## src/rtl/hcvd_pkg.sv

```systemverilog
// ----------------------------------------------------------------------------
// hcvd_pkg
// shared types and constants of the hsv colour vote detector
// ----------------------------------------------------------------------------
package hcvd_pkg;

   // configuration port
   localparam int CSR_INDEX_W = 3;
   localparam int CSR_DATA_W  = 12;

   typedef enum logic [CSR_INDEX_W-1:0] {
      CSR_SAT_MIN    = 3'd0,
      CSR_VAL_MIN    = 3'd1,
      CSR_VOTE_LIMIT = 3'd2,
      CSR_ROW_START  = 3'd3,
      CSR_ROW_END    = 3'd4,
      CSR_COL_START  = 3'd5,
      CSR_COL_END    = 3'd6
   } csr_index_type;

   // register widths
   localparam int THRESH_W = 10;
   localparam int LIMIT_W  = 4;
   localparam int WIN_W    = 12;

   // register reset values
   localparam logic [THRESH_W-1:0] SAT_MIN_RST    = 10'd200;
   localparam logic [THRESH_W-1:0] VAL_MIN_RST    = 10'd500;
   localparam logic [LIMIT_W-1:0]  VOTE_LIMIT_RST = 4'd3;
   localparam logic [WIN_W-1:0]    ROW_START_RST  = 12'd96;
   localparam logic [WIN_W-1:0]    ROW_END_RST    = 12'd480;
   localparam logic [WIN_W-1:0]    COL_START_RST  = 12'd213;
   localparam logic [WIN_W-1:0]    COL_END_RST    = 12'd426;

   // pixel and result widths
   localparam int CHAN_W      = 8;
   localparam int VOTE_W      = 5;
   localparam int ROW_SUM_W   = 16;
   localparam int MEAN_W      = 16;
   localparam int MEAN_FRAC_W = 4;
   localparam int DIVIDEND_W  = ROW_SUM_W + MEAN_FRAC_W;
   localparam int DIV_CNT_W   = 5;
   localparam int NUM_COLOURS = 4;
   localparam int COLOUR_W    = 2;

   // products of the saturation and value tests
   localparam int PROD_TEST_W = 18;

   // front to back queue
   localparam int FIFO_DEPTH = 4;
   localparam int FIFO_PTR_W = 2;
   localparam int FIFO_CNT_W = 3;

   typedef enum logic [COLOUR_W-1:0] {
      COLOUR_PINK   = 2'd0,
      COLOUR_BLUE   = 2'd1,
      COLOUR_GREEN  = 2'd2,
      COLOUR_ORANGE = 2'd3
   } colour_type;

   // which channel holds the maximum
   typedef enum logic [1:0] {
      SECTOR_RED   = 2'd0,
      SECTOR_GREEN = 2'd1,
      SECTOR_BLUE  = 2'd2
   } sector_type;

   typedef enum logic {
      BACK_IDLE   = 1'b0,
      BACK_DIVIDE = 1'b1
   } back_state_type;

   typedef struct packed {
      logic [THRESH_W-1:0] sat_min;
      logic [THRESH_W-1:0] val_min;
      logic [LIMIT_W-1:0]  vote_limit;
      logic [WIN_W-1:0]    row_start;
      logic [WIN_W-1:0]    row_end;
      logic [WIN_W-1:0]    col_start;
      logic [WIN_W-1:0]    col_end;
   } cfg_type;

   // classified pixel handed from front to back
   typedef struct packed {
      logic                 last;
      logic                 sample;
      logic                 vote;
      colour_type           colour;
      logic [ROW_SUM_W-1:0] row;
      logic [LIMIT_W-1:0]   vote_limit;
   } item_type;

endpackage

```

## src/rtl/hsv_colour_vote_detector.sv

```systemverilog
// result path: a miss item passes the two classifier stages, the queue and the result
//   register; a detected item also waits for the 20-step mean-row divider
// throughput: one pixel per cycle, set by the two-stage classifier; the vote logic halts
//   for the mean-row division at most once per frame and while a result is not taken,
//   and the input stalls only when a sampled or frame-end pixel meets a full 4-entry queue
// reset: synchronous, clears all votes, queue and the result; registers take defaults
// ----------------------------------------------------------------------------
// hsv_colour_vote_detector
// samples a pixel grid in a window, votes hue bands, reports the winning colour
// ----------------------------------------------------------------------------
module hsv_colour_vote_detector #(
   parameter int GRID_STEP  = 10,
   parameter int COORD_BITS = 12
) (
   input  logic                            clock,
   input  logic                            reset,
   // pixel input queue side
   input  logic                            req_push,
   output logic                            req_full,
   input  logic [hcvd_pkg::CHAN_W-1:0]      req_red,
   input  logic [hcvd_pkg::CHAN_W-1:0]      req_green,
   input  logic [hcvd_pkg::CHAN_W-1:0]      req_blue,
   input  logic [COORD_BITS-1:0]           req_pixel_row,
   input  logic [COORD_BITS-1:0]           req_pixel_col,
   input  logic                            req_frame_last,
   // result queue side
   output logic                            rsp_empty,
   input  logic                            rsp_pop,
   output logic                            rsp_detected,
   output logic [hcvd_pkg::COLOUR_W-1:0]    rsp_colour,
   output logic [hcvd_pkg::MEAN_W-1:0]      rsp_mean_row_x16,
   // register writes
   input  logic                            csr_valid,
   output logic                            csr_ready,
   input  logic [hcvd_pkg::CSR_INDEX_W-1:0] csr_index,
   input  logic [hcvd_pkg::CSR_DATA_W-1:0]  csr_data
);
   import hcvd_pkg::*;

   cfg_type  cfg_ff, cfg_in;
   logic     front_ready;
   logic     front_valid;
   item_type front_item;
   logic     queue_full;
   logic     queue_not_empty;
   item_type queue_item;
   logic     queue_pop;
   logic     rsp_valid;

   // register file, writes always taken
   assign csr_ready = 1'b1;

   always_comb begin
      cfg_in = cfg_ff;
      if (csr_valid) begin
         unique case (csr_index)
            CSR_SAT_MIN:    cfg_in.sat_min    = csr_data[THRESH_W-1:0];
            CSR_VAL_MIN:    cfg_in.val_min    = csr_data[THRESH_W-1:0];
            CSR_VOTE_LIMIT: cfg_in.vote_limit = csr_data[LIMIT_W-1:0];
            CSR_ROW_START:  cfg_in.row_start  = csr_data[WIN_W-1:0];
            CSR_ROW_END:    cfg_in.row_end    = csr_data[WIN_W-1:0];
            CSR_COL_START:  cfg_in.col_start  = csr_data[WIN_W-1:0];
            CSR_COL_END:    cfg_in.col_end    = csr_data[WIN_W-1:0];
            default:        cfg_in = cfg_ff;   // unmapped index, write dropped
         endcase
      end
   end

   always_ff @(posedge clock) begin
      if (reset) begin
         cfg_ff.sat_min    <= SAT_MIN_RST;
         cfg_ff.val_min    <= VAL_MIN_RST;
         cfg_ff.vote_limit <= VOTE_LIMIT_RST;
         cfg_ff.row_start  <= ROW_START_RST;
         cfg_ff.row_end    <= ROW_END_RST;
         cfg_ff.col_start  <= COL_START_RST;
         cfg_ff.col_end    <= COL_END_RST;
      end else begin
         cfg_ff <= cfg_in;
      end
   end

   // front: grid test and colour classification, off-grid pixels dropped
   // unless they close the frame; the vote limit travels with each item
   hcvd_front #(
      .GRID_STEP  (GRID_STEP),
      .COORD_BITS (COORD_BITS)
   ) u_front (
      .clock      (clock),
      .reset      (reset),
      .cfg        (cfg_ff),
      .in_push    (req_push),
      .in_ready   (front_ready),
      .red        (req_red),
      .green      (req_green),
      .blue       (req_blue),
      .pixel_row  (req_pixel_row),
      .pixel_col  (req_pixel_col),
      .frame_last (req_frame_last),
      .out_valid  (front_valid),
      .out_item   (front_item),
      .queue_full (queue_full)
   );

   assign req_full = !front_ready;

   // decouples classification from the vote logic while it divides
   hcvd_queue u_queue (
      .clock     (clock),
      .reset     (reset),
      .push      (front_valid),
      .push_item (front_item),
      .full      (queue_full),
      .pop       (queue_pop),
      .pop_item  (queue_item),
      .not_empty (queue_not_empty)
   );

   // back: vote counts, first-detection and miss results
   hcvd_back u_back (
      .clock            (clock),
      .reset            (reset),
      .item_valid       (queue_not_empty),
      .item             (queue_item),
      .item_pop         (queue_pop),
      .rsp_valid        (rsp_valid),
      .rsp_pop          (rsp_pop),
      .rsp_detected     (rsp_detected),
      .rsp_colour       (rsp_colour),
      .rsp_mean_row_x16 (rsp_mean_row_x16)
   );

   assign rsp_empty = !rsp_valid;

endmodule

```

## src/rtl/hcvd_front.sv

```systemverilog
// ----------------------------------------------------------------------------
// hcvd_front
// two-stage classifier: grid test, hsv thresholds and hue bands per pixel
// ----------------------------------------------------------------------------
module hcvd_front #(
   parameter int GRID_STEP  = 10,
   parameter int COORD_BITS = 12
) (
   input  logic                       clock,
   input  logic                       reset,
   input  hcvd_pkg::cfg_type          cfg,
   input  logic                       in_push,
   output logic                       in_ready,
   input  logic [hcvd_pkg::CHAN_W-1:0] red,
   input  logic [hcvd_pkg::CHAN_W-1:0] green,
   input  logic [hcvd_pkg::CHAN_W-1:0] blue,
   input  logic [COORD_BITS-1:0]      pixel_row,
   input  logic [COORD_BITS-1:0]      pixel_col,
   input  logic                       frame_last,
   output logic                       out_valid,
   output hcvd_pkg::item_type         out_item,
   input  logic                       queue_full
);
   import hcvd_pkg::*;

   localparam int CMP_W        = (COORD_BITS > WIN_W) ? COORD_BITS : WIN_W;
   localparam int RECIP_SHIFT  = CMP_W;
   localparam int RECIP_W      = CMP_W + 1;
   localparam int PROD_W       = CMP_W + RECIP_W;
   localparam logic [RECIP_W-1:0] RECIP = RECIP_W'((1 << RECIP_SHIFT) / GRID_STEP);
   localparam int HUE_W        = 11;
   localparam int BAND_W       = 14;

   // hue bands in units of 60 degrees times d, scaled to integers
   localparam logic [BAND_W-1:0] K_THREE    = 14'd3;
   localparam logic [BAND_W-1:0] K_FOUR     = 14'd4;
   localparam logic [BAND_W-1:0] K_FIVE     = 14'd5;
   localparam logic [BAND_W-1:0] K_SIX      = 14'd6;
   localparam logic [BAND_W-1:0] K_EIGHT    = 14'd8;
   localparam logic [BAND_W-1:0] K_THIRTEEN = 14'd13;
   localparam logic [BAND_W-1:0] K_NINETEEN = 14'd19;
   localparam logic [PROD_TEST_W-1:0] K_THOUSAND = 18'd1000;
   localparam logic [PROD_TEST_W-1:0] K_FULL     = 18'd255;

   logic adv;
   logic accept;

   // stage 1 registers
   logic                   s1_valid_ff, s1_valid_in;
   logic                   s1_last_ff;
   logic                   s1_win_ff;
   logic [CMP_W-1:0]       s1_xr_ff, s1_xc_ff;
   logic [ROW_SUM_W-1:0]   s1_row_ff;
   logic [CHAN_W-1:0]      s1_mx_ff, s1_d_ff;
   logic [CHAN_W:0]        s1_n_ff;
   sector_type             s1_sector_ff;
   logic [THRESH_W-1:0]    s1_sat_min_ff, s1_val_min_ff;
   logic [LIMIT_W-1:0]     s1_limit_ff;

   // stage 2 registers
   logic                   s2_valid_ff, s2_valid_in;
   logic                   s2_last_ff;
   logic                   s2_win_ff;
   logic [CMP_W-1:0]       s2_xr_ff, s2_xc_ff, s2_qr_ff, s2_qc_ff;
   logic [ROW_SUM_W-1:0]   s2_row_ff;
   logic [PROD_TEST_W-1:0] s2_sat_l_ff, s2_sat_r_ff, s2_val_l_ff, s2_val_r_ff;
   logic [HUE_W-1:0]       s2_hue_ff;
   logic [CHAN_W-1:0]      s2_d_ff;
   logic [LIMIT_W-1:0]     s2_limit_ff;

   // stage 1 logic
   logic [CMP_W-1:0]  row_ext, col_ext;
   logic              row_in, col_in;
   logic [CHAN_W-1:0] mx, mn;
   sector_type        sector;
   logic [CHAN_W:0]   hue_n;

   always_comb begin
      row_ext = CMP_W'(pixel_row);
      col_ext = CMP_W'(pixel_col);
      row_in  = (row_ext >= CMP_W'(cfg.row_start)) && (row_ext < CMP_W'(cfg.row_end));
      col_in  = (col_ext >= CMP_W'(cfg.col_start)) && (col_ext < CMP_W'(cfg.col_end));
      mx = red;
      if (green > mx) mx = green;
      if (blue > mx) mx = blue;
      mn = red;
      if (green < mn) mn = green;
      if (blue < mn) mn = blue;
      if (red == mx) begin
         sector = SECTOR_RED;
         hue_n  = {1'b0, green} - {1'b0, blue};
      end else if (green == mx) begin
         sector = SECTOR_GREEN;
         hue_n  = {1'b0, blue} - {1'b0, red};
      end else begin
         sector = SECTOR_BLUE;
         hue_n  = {1'b0, red} - {1'b0, green};
      end
   end

   // stage 2 logic: reciprocal quotients, test products, hue times d over 60
   logic [PROD_W-1:0] prod_r, prod_c;
   logic [HUE_W-1:0]  kd, d6;
   logic [HUE_W:0]    hue_raw, hue_wrap;
   logic [HUE_W-1:0]  hue;

   always_comb begin
      prod_r = PROD_W'(s1_xr_ff) * PROD_W'(RECIP);
      prod_c = PROD_W'(s1_xc_ff) * PROD_W'(RECIP);
      d6     = {1'b0, s1_d_ff, 2'b00} + {2'b00, s1_d_ff, 1'b0};
      unique case (s1_sector_ff)
         SECTOR_GREEN: kd = {2'b00, s1_d_ff, 1'b0};
         SECTOR_BLUE:  kd = {1'b0, s1_d_ff, 2'b00};
         default:      kd = '0;
      endcase
      hue_raw  = {{(HUE_W-CHAN_W){s1_n_ff[CHAN_W]}}, s1_n_ff} + {1'b0, kd};
      hue_wrap = hue_raw + {1'b0, d6};
      hue      = hue_raw[HUE_W] ? hue_wrap[HUE_W-1:0] : hue_raw[HUE_W-1:0];
   end

   // final classification on stage 2 registers
   logic [CMP_W-1:0]  rem_r, rem_c;
   logic              grid_ok, sat_ok, val_ok, band_hit, keep;
   colour_type        band;
   logic [BAND_W-1:0] h1, d1;

   always_comb begin
      rem_r   = s2_xr_ff - CMP_W'(s2_qr_ff * CMP_W'(GRID_STEP));
      rem_c   = s2_xc_ff - CMP_W'(s2_qc_ff * CMP_W'(GRID_STEP));
      // remainder estimate is below twice the step
      grid_ok = s2_win_ff &&
                ((rem_r == '0) || (rem_r == CMP_W'(GRID_STEP))) &&
                ((rem_c == '0) || (rem_c == CMP_W'(GRID_STEP)));
      sat_ok  = s2_sat_l_ff > s2_sat_r_ff;
      val_ok  = s2_val_l_ff > s2_val_r_ff;
      h1      = BAND_W'(s2_hue_ff);
      d1      = BAND_W'(s2_d_ff);
      band_hit = 1'b1;
      priority if ((K_FIVE * d1 < h1) && (h1 < K_SIX * d1)) begin
         band = COLOUR_PINK;
      end else if ((h1 != '0) && (h1 < d1)) begin
         band = COLOUR_ORANGE;
      end else if ((K_NINETEEN * d1 < K_SIX * h1) && (K_THREE * h1 < K_THIRTEEN * d1)) begin
         band = COLOUR_BLUE;
      end else if ((K_FOUR * d1 < K_THREE * h1) && (K_THREE * h1 < K_EIGHT * d1)) begin
         band = COLOUR_GREEN;
      end else begin
         band     = COLOUR_PINK;
         band_hit = 1'b0;
      end
      keep = grid_ok || s2_last_ff;

      out_item.last       = s2_last_ff;
      out_item.sample     = grid_ok;
      out_item.vote       = sat_ok && val_ok && band_hit;
      out_item.colour     = band;
      out_item.row        = s2_row_ff;
      out_item.vote_limit = s2_limit_ff;
      out_valid = s2_valid_ff && keep;
   end

   assign adv         = !(out_valid && queue_full);
   assign in_ready    = adv;
   assign accept      = in_push && adv;
   assign s1_valid_in = adv ? accept : s1_valid_ff;
   assign s2_valid_in = adv ? s1_valid_ff : s2_valid_ff;

   always_ff @(posedge clock) begin
      if (reset) begin
         s1_valid_ff <= 1'b0;
         s2_valid_ff <= 1'b0;
      end else begin
         s1_valid_ff <= s1_valid_in;
         s2_valid_ff <= s2_valid_in;
      end
   end

   always_ff @(posedge clock) begin
      if (adv) begin
         s1_last_ff    <= frame_last;
         s1_win_ff     <= row_in && col_in;
         s1_xr_ff      <= row_ext - CMP_W'(cfg.row_start);
         s1_xc_ff      <= col_ext - CMP_W'(cfg.col_start);
         s1_row_ff     <= ROW_SUM_W'(pixel_row);
         s1_mx_ff      <= mx;
         s1_d_ff       <= mx - mn;
         s1_n_ff       <= hue_n;
         s1_sector_ff  <= sector;
         s1_sat_min_ff <= cfg.sat_min;
         s1_val_min_ff <= cfg.val_min;
         s1_limit_ff   <= cfg.vote_limit;

         s2_last_ff  <= s1_last_ff;
         s2_win_ff   <= s1_win_ff;
         s2_xr_ff    <= s1_xr_ff;
         s2_xc_ff    <= s1_xc_ff;
         s2_qr_ff    <= CMP_W'(prod_r >> RECIP_SHIFT);
         s2_qc_ff    <= CMP_W'(prod_c >> RECIP_SHIFT);
         s2_row_ff   <= s1_row_ff;
         s2_sat_l_ff <= PROD_TEST_W'(s1_d_ff) * K_THOUSAND;
         s2_sat_r_ff <= PROD_TEST_W'(s1_sat_min_ff) * PROD_TEST_W'(s1_mx_ff);
         s2_val_l_ff <= PROD_TEST_W'(s1_mx_ff) * K_THOUSAND;
         s2_val_r_ff <= PROD_TEST_W'(s1_val_min_ff) * K_FULL;
         s2_hue_ff   <= hue;
         s2_d_ff     <= s1_d_ff;
         s2_limit_ff <= s1_limit_ff;
      end
   end

endmodule

```

## src/rtl/hcvd_queue.sv

```systemverilog
// ----------------------------------------------------------------------------
// hcvd_queue
// small register queue between classifier and vote logic
// ----------------------------------------------------------------------------
module hcvd_queue (
   input  logic               clock,
   input  logic               reset,
   input  logic               push,
   input  hcvd_pkg::item_type push_item,
   output logic               full,
   input  logic               pop,
   output hcvd_pkg::item_type pop_item,
   output logic               not_empty
);
   import hcvd_pkg::*;

   item_type                slot_ff [FIFO_DEPTH];
   logic [FIFO_PTR_W-1:0]   wr_ptr_ff, wr_ptr_in;
   logic [FIFO_PTR_W-1:0]   rd_ptr_ff, rd_ptr_in;
   logic [FIFO_CNT_W-1:0]   count_ff, count_in;
   logic                    do_push, do_pop;

   assign full      = (count_ff == FIFO_CNT_W'(FIFO_DEPTH));
   assign not_empty = (count_ff != '0);
   assign do_push   = push && !full;
   assign do_pop    = pop && not_empty;
   assign pop_item  = slot_ff[rd_ptr_ff];

   always_comb begin
      wr_ptr_in = do_push ? wr_ptr_ff + 1'b1 : wr_ptr_ff;
      rd_ptr_in = do_pop ? rd_ptr_ff + 1'b1 : rd_ptr_ff;
      count_in  = count_ff + FIFO_CNT_W'(do_push) - FIFO_CNT_W'(do_pop);
   end

   always_ff @(posedge clock) begin
      if (reset) begin
         wr_ptr_ff <= '0;
         rd_ptr_ff <= '0;
         count_ff  <= '0;
      end else begin
         wr_ptr_ff <= wr_ptr_in;
         rd_ptr_ff <= rd_ptr_in;
         count_ff  <= count_in;
      end
   end

   always_ff @(posedge clock) begin
      if (do_push) begin
         slot_ff[wr_ptr_ff] <= push_item;
      end
   end

endmodule

```

## src/rtl/hcvd_divider.sv

```systemverilog
// ----------------------------------------------------------------------------
// hcvd_divider
// restoring divider, one quotient bit per cycle, for the mean row
// ----------------------------------------------------------------------------
module hcvd_divider (
   input  logic                           clock,
   input  logic                           reset,
   input  logic                           start,
   input  logic [hcvd_pkg::DIVIDEND_W-1:0] dividend,
   input  logic [hcvd_pkg::VOTE_W-1:0]     divisor,
   output logic                           done,
   output logic [hcvd_pkg::MEAN_W-1:0]     quotient
);
   import hcvd_pkg::*;

   logic                  busy_ff, busy_in;
   logic                  done_ff, done_in;
   logic [DIV_CNT_W-1:0]  cnt_ff, cnt_in;
   logic [VOTE_W-1:0]     rem_ff, rem_in;
   logic [DIVIDEND_W-1:0] quo_ff, quo_in;
   logic [VOTE_W-1:0]     div_ff, div_in;
   logic [VOTE_W:0]       shifted;

   always_comb begin
      busy_in = busy_ff;
      done_in = 1'b0;
      cnt_in  = cnt_ff;
      rem_in  = rem_ff;
      quo_in  = quo_ff;
      div_in  = div_ff;
      shifted = {rem_ff, quo_ff[DIVIDEND_W-1]};
      if (start) begin
         busy_in = 1'b1;
         cnt_in  = '0;
         rem_in  = '0;
         quo_in  = dividend;
         div_in  = divisor;
      end else if (busy_ff) begin
         if (shifted >= {1'b0, div_ff}) begin
            rem_in = VOTE_W'(shifted - {1'b0, div_ff});
            quo_in = {quo_ff[DIVIDEND_W-2:0], 1'b1};
         end else begin
            rem_in = shifted[VOTE_W-1:0];
            quo_in = {quo_ff[DIVIDEND_W-2:0], 1'b0};
         end
         cnt_in = cnt_ff + 1'b1;
         if (cnt_ff == DIV_CNT_W'(DIVIDEND_W - 1)) begin
            busy_in = 1'b0;
            done_in = 1'b1;
         end
      end
   end

   always_ff @(posedge clock) begin
      if (reset) begin
         busy_ff <= 1'b0;
         done_ff <= 1'b0;
      end else begin
         busy_ff <= busy_in;
         done_ff <= done_in;
      end
   end

   always_ff @(posedge clock) begin
      cnt_ff <= cnt_in;
      rem_ff <= rem_in;
      quo_ff <= quo_in;
      div_ff <= div_in;
   end

   assign done     = done_ff;
   assign quotient = quo_ff[MEAN_W-1:0];

endmodule

```

## src/rtl/hcvd_back.sv

```systemverilog
// ----------------------------------------------------------------------------
// hcvd_back
// vote counting, detection, frame bookkeeping and the result register
// ----------------------------------------------------------------------------
module hcvd_back (
   input  logic                        clock,
   input  logic                        reset,
   input  logic                        item_valid,
   input  hcvd_pkg::item_type          item,
   output logic                        item_pop,
   output logic                        rsp_valid,
   input  logic                        rsp_pop,
   output logic                        rsp_detected,
   output logic [hcvd_pkg::COLOUR_W-1:0] rsp_colour,
   output logic [hcvd_pkg::MEAN_W-1:0]   rsp_mean_row_x16
);
   import hcvd_pkg::*;

   back_state_type       state_ff, state_in;
   logic [VOTE_W-1:0]    votes_ff [NUM_COLOURS];
   logic [VOTE_W-1:0]    votes_in [NUM_COLOURS];
   logic [VOTE_W-1:0]    total_ff, total_in;
   logic [ROW_SUM_W-1:0] sum_ff, sum_in;
   logic                 done_ff, done_in;
   colour_type           win_ff, win_in;

   logic                 rsp_valid_ff, rsp_valid_in;
   logic                 rsp_det_ff, rsp_det_in;
   logic [COLOUR_W-1:0]  rsp_colour_ff, rsp_colour_in;
   logic [MEAN_W-1:0]    rsp_mean_ff, rsp_mean_in;

   logic [VOTE_W-1:0]    votes_new [NUM_COLOURS];
   logic [VOTE_W-1:0]    total_new;
   logic [ROW_SUM_W-1:0] sum_new;
   logic                 out_free, take, active, add_vote, det;
   colour_type           best;
   logic                 div_start, div_done;
   logic [MEAN_W-1:0]    div_quo;

   hcvd_divider u_divider (
      .clock    (clock),
      .reset    (reset),
      .start    (div_start),
      .dividend ({sum_new, MEAN_FRAC_W'(0)}),
      .divisor  (total_new),
      .done     (div_done),
      .quotient (div_quo)
   );

   always_comb begin
      out_free = !rsp_valid_ff || rsp_pop;
      take     = (state_ff == BACK_IDLE) && item_valid && out_free;
      active   = item.sample && !done_ff;
      add_vote = active && item.vote;
      for (int i = 0; i < NUM_COLOURS; i++) begin
         votes_new[i] = votes_ff[i] +
                        VOTE_W'(add_vote && (item.colour == colour_type'(COLOUR_W'(i))));
      end
      total_new = total_ff + VOTE_W'(add_vote);
      sum_new   = add_vote ? sum_ff + item.row : sum_ff;
      det       = active && (total_new > VOTE_W'(item.vote_limit)) && (total_new != '0);
      // lowest index wins a tie
      best = COLOUR_PINK;
      for (int i = 1; i < NUM_COLOURS; i++) begin
         if (votes_new[i] > votes_new[best]) best = colour_type'(COLOUR_W'(i));
      end
   end

   always_comb begin
      state_in  = state_ff;
      votes_in  = votes_ff;
      total_in  = total_ff;
      sum_in    = sum_ff;
      done_in   = done_ff;
      win_in    = win_ff;
      div_start = 1'b0;
      item_pop  = 1'b0;

      rsp_valid_in  = rsp_pop ? 1'b0 : rsp_valid_ff;
      rsp_det_in    = rsp_det_ff;
      rsp_colour_in = rsp_colour_ff;
      rsp_mean_in   = rsp_mean_ff;

      unique case (state_ff)
         BACK_IDLE: begin
            if (take) begin
               item_pop = 1'b1;
               votes_in = votes_new;
               total_in = total_new;
               sum_in   = sum_new;
               if (det) begin
                  done_in   = 1'b1;
                  win_in    = best;
                  div_start = 1'b1;
                  state_in  = BACK_DIVIDE;
               end
               if (item.last) begin
                  for (int i = 0; i < NUM_COLOURS; i++) votes_in[i] = '0;
                  total_in = '0;
                  sum_in   = '0;
                  done_in  = 1'b0;
                  if (!(done_ff || det)) begin
                     // miss result
                     rsp_valid_in  = 1'b1;
                     rsp_det_in    = 1'b0;
                     rsp_colour_in = COLOUR_PINK;
                     rsp_mean_in   = '0;
                  end
               end
            end
         end
         BACK_DIVIDE: begin
            if (div_done) begin
               rsp_valid_in  = 1'b1;
               rsp_det_in    = 1'b1;
               rsp_colour_in = win_ff;
               rsp_mean_in   = div_quo;
               state_in      = BACK_IDLE;
            end
         end
      endcase
   end

   always_ff @(posedge clock) begin
      if (reset) begin
         state_ff     <= BACK_IDLE;
         for (int i = 0; i < NUM_COLOURS; i++) votes_ff[i] <= '0;
         total_ff     <= '0;
         sum_ff       <= '0;
         done_ff      <= 1'b0;
         rsp_valid_ff <= 1'b0;
      end else begin
         state_ff     <= state_in;
         votes_ff     <= votes_in;
         total_ff     <= total_in;
         sum_ff       <= sum_in;
         done_ff      <= done_in;
         rsp_valid_ff <= rsp_valid_in;
      end
   end

   always_ff @(posedge clock) begin
      win_ff        <= win_in;
      rsp_det_ff    <= rsp_det_in;
      rsp_colour_ff <= rsp_colour_in;
      rsp_mean_ff   <= rsp_mean_in;
   end

   assign rsp_valid        = rsp_valid_ff;
   assign rsp_detected     = rsp_det_ff;
   assign rsp_colour       = rsp_colour_ff;
   assign rsp_mean_row_x16 = rsp_mean_ff;

endmodule

```

## config.mk

```make
export PLATFORM = sky130hd
export DESIGN_NAME = hsv_colour_vote_detector
export DESIGN_NICKNAME = d
export VERILOG_FILES = /design/src/rtl/hcvd_pkg.sv /design/src/rtl/hsv_colour_vote_detector.sv /design/src/rtl/hcvd_front.sv /design/src/rtl/hcvd_queue.sv /design/src/rtl/hcvd_divider.sv /design/src/rtl/hcvd_back.sv
export SDC_FILE = /design/constraint.sdc
export NUM_CORES = 2
export LEC_CHECK = 0
export ABC_AREA = 1
export BUFFER_PORTS_ARGS = -buffer_cell sky130_fd_sc_hd__buf_2
export CAP_MARGIN = 20
export CELL_PAD_IN_SITES_DETAIL_PLACEMENT = 0
export CELL_PAD_IN_SITES_GLOBAL_PLACEMENT = 1
export CORE_MARGIN = 1
export CORE_UTILIZATION = 50
export CTS_CLUSTER_SIZE = 30
export DETAILED_ROUTE_END_ITERATION = 10
export HOLD_SLACK_MARGIN = 0.05
export PLACE_DENSITY_LB_ADDON = 0.1
export RECOVER_POWER = 50
export SYNTH_ARGS = -nofsm -noshare
export SYNTH_HDL_FRONTEND = slang
export SYNTH_SLANG_ARGS = --single-unit
```

## constraint.sdc

```tcl
create_clock -name clock -period 13.3 [get_ports clock]
set_clock_uncertainty 0.05 [all_clocks]
set_input_delay 1.33 -clock clock [delete_from_list [all_inputs] [get_ports clock]]
set_output_delay 1.33 -clock clock [all_outputs]
set_load 0.02 [all_outputs]
```

==> impl_metrics.yaml <==
outcome:
  status: "finished with violations"
  violations: "DRC, capacitance limit, slew limit"
timing:
  fin_crit_sh_pct: 63.2
  tightest_slew_ns: 3.16
  maxSlewViolCount: 212
  fmax_ghz: 0.119
  period_minus_slack_ns: 8.41
  hold_viol_final: 0
  relSlewSlack_pct: -110
  rsz0062_at_grt: "false"
  setup_viol_count_final: 0
  fin_tns_setup_ns: 0
drt:
  dr.first_iter.drc_count: 1339
  viasPerCell: 5.09
  wl_um: 88200
  dr_total_vias: 29400
  drcViolationCount: 12
  first_pass_iters: 10
  routedWlPerCell_um: 15.3
  postRouteAntennaNets: 0
worst_setup_path:
  worst_setup_path_start_kind: "register"
  crit_path_frequent_cell: "nand2_1"
  required_ns: 13.60
  cp_max_fo: 43
  r2r_slack_ns: 4.89
  crit_type: "reg2reg"
  crit_slowest_cell: "clkbuf_1"
  critical_path.endpoint_type: "register"
  cpPeakStageDelay_ns: 1.23
  crit_arrival_ns: 8.71
clocking:
  cts_root_buf: "clkbuf_16"
  clkLatencyLatePin_ns: 0.61
  cts_buffer_depth: 3
  htreeDepth: 2
  cts_tree: "done"
  cts_resized: 0
  cts_hold_repair.buffers: 0
  cts_setup_buffers: 0
  path_clk_slew_ns: 0.06
  numClockSinks: 501
  cts_made_buffers: 57
logic_synthesis:
  yosysUniqueCellTypes: 62
  yosysTopAreaCell: "edfxtp_1"
  synth_edf_count: 358
  synth-xor-area-share_pct: 4.32
  yosysTopAreaCellShare_pct: 26.3
  synth_top_family_by_area: "adder cells"
  ys_warn_count: 0
  synth_mux_area_share_pct: 0
  synth-compound-area-share_pct: 9.78
  syn_area_per_cell_sq_um: 8.96
  synth_ff_type: "edfxtp_1"
  syn-cell-area_sq_um: 40900
  synth-seq-area-share_pct: 33.3
  ys_top_cells_by_area: "edfxtp_1, ha_1, fa_1"
  syn_inst: 4570
  async_reset_ff_share_pct: 0
  yosys.area_share.adder_pct: 29.9
  synth_nets: 5487
  synthSimpleGateAreaFrac_pct: 14.1
  ys_seq_elements: 501
grt:
  grt_pass1_wl_um: 145000
  antenna_found_initial: 5
  overflow: 0
  first_global_vias: 28800
  grt_max_degree: 148
  grt_usage_pct: 21.6
worst_hold_path:
  hold_path.class: "reg2reg"
  min_from: "u_front.s1_row_ff[9]"
flow_run:
  drv_cap: 4
finish:
  final_nets: 5575
  multi_input_area_sq_um: 23700
  final_area_sq_um: 44500
  drive_above_1_share_pct: 4.93
  fillers: 7501
  stdcell_count: 5769
  utilization_pct: 55.1
  syn_to_final_growth_pct: 8.82
  seqCellArea_sq_um: 13600
die:
  fp.dieArea_sq_um: 83000
  io_pins: 91
  die_h_um: 288
  die_w_um: 288
  rows: 104
  initial_utilization_pct: 50.7
  core-area_sq_um: 80800
placement:
  placedCellCount: 5657
  placed_cell_area_sq_um: 42500
  io_buffers: 89
  gp_congestion: 0.851
  place.detailed.hpwl_um: 69900
registers in the layout, summed over array words and instances (netlist names), 11 cells and up, named ones only:
name and flops:
cfg_ff 72, u_back.rsp_mean_row_x16 16, u_back.sum_ff 16, u_back.u_divider.quo_ff 20, u_back.votes_ff 20, u_front.s1_row_ff 12, u_front.s1_xc_ff 12, u_front.s1_xr_ff 12
u_front.s2_hue_ff 11, u_front.s2_row_ff 12, u_front.s2_sat_l_ff 13, u_front.s2_sat_r_ff 18, u_front.s2_val_l_ff 15, u_front.s2_val_r_ff 18, u_front.s2_xc_ff 12, u_front.s2_xr_ff 12
u_queue.slot_ff 84
worst max-delay path: cells and delay by family (launching register included):
| kind | cells | cell delay [ns] |
|---|---|---|
| buf+inv | 7 | 3.05 |
| simple gates | 14 | 1.91 |
| compound gates | 10 | 1.56 |
| fa+ha+maj | 4 | 1.10 |
| flops | 1 | 0.31 |
| xor+xnor | 1 | 0.14 |
cell type report:
cell class	instances	share of cell area, %
Tap cell	1060	2.98
Multi-Input combinational cell	3129	53.3
Sequential cell	501	30.6
Antenna cell	2	0.0112
Clock inverter	34	0.983
Inverter	861	7.26
Timing Repair Buffer	108	1.22
Clock buffer	74	3.69
path summary, 6_finish.rpt:
kind / to / cells after the start
worst max register to register: u_back.win_ff[0] / 36
worst min register to register: u_front.s2_row_ff[9] / 0
worst min-delay path: u_front.s2_row_ff[9] / 0
worst max-delay path: u_back.win_ff[0] / 36
kinds of logic after synthesis:
logic type / count (synthesis)
buffers and inverters: 940
other: 1
and+or+nand+nor: 1363
DFF: 501
adders and majority gates: 848
xor gates and xnor gates: 202
AOI/OAI and AO/OA: 715
per-stage QoR:
step                hold slack (ns)  worst slack (ns)
floorplan                     0.350              1.71
global placement              0.352              6.05
detailed placement            0.355              6.04
CTS                           0.366              6.01
global route                  0.374              3.74
finish                        0.364              4.89
cell usage in the layout, fill, tap and decap left out, types with 12 or more instances in the layout:
cell type  count
a21o_1        19
dfxtp_1      143
ha_1         633
a21oi_1      322
fa_1         215
o21bai_1      17
nand3_1      179
nand2_2       13
nand4_1       44
a31oi_1       17
edfxtp_1     358
nor2_1       231
xor2_1       139
buf_2         54
nand2_1      810
a211oi_1      16
inv_1        851
or2_2         18
xnor2_1       63
nand3b_1      12
nor3_1        26
o21ai_0      225
o211ai_1      19
clkbuf_16     60
clkbuf_1      45
buf_4         12
o22ai_1       19
layer usage:
layer  vias up  global-route usage, %  wire length (um)
li1      15200                      -                 -
met1     13700                   30.2             42900
met2       340                   36.6             41300
met3        92                   2.06              2540
met4         2                   4.05              1440
met5         -                      0                13
cell usage after synthesis, types with 68 or more instances:
cell type and count:
a21oi_1 322, clkbuf_1 68, dfxtp_1 143, edfxtp_1 358, fa_1 215, ha_1 633, inv_1 851, nand2_1 806
nand3_1 178, nor2_1 236, o21ai_0 224, xor2_1 139
Power is left out: the tool's default activity adds up to more than one toggle a clock period on the data nets, which glitch-free logic cannot reach.
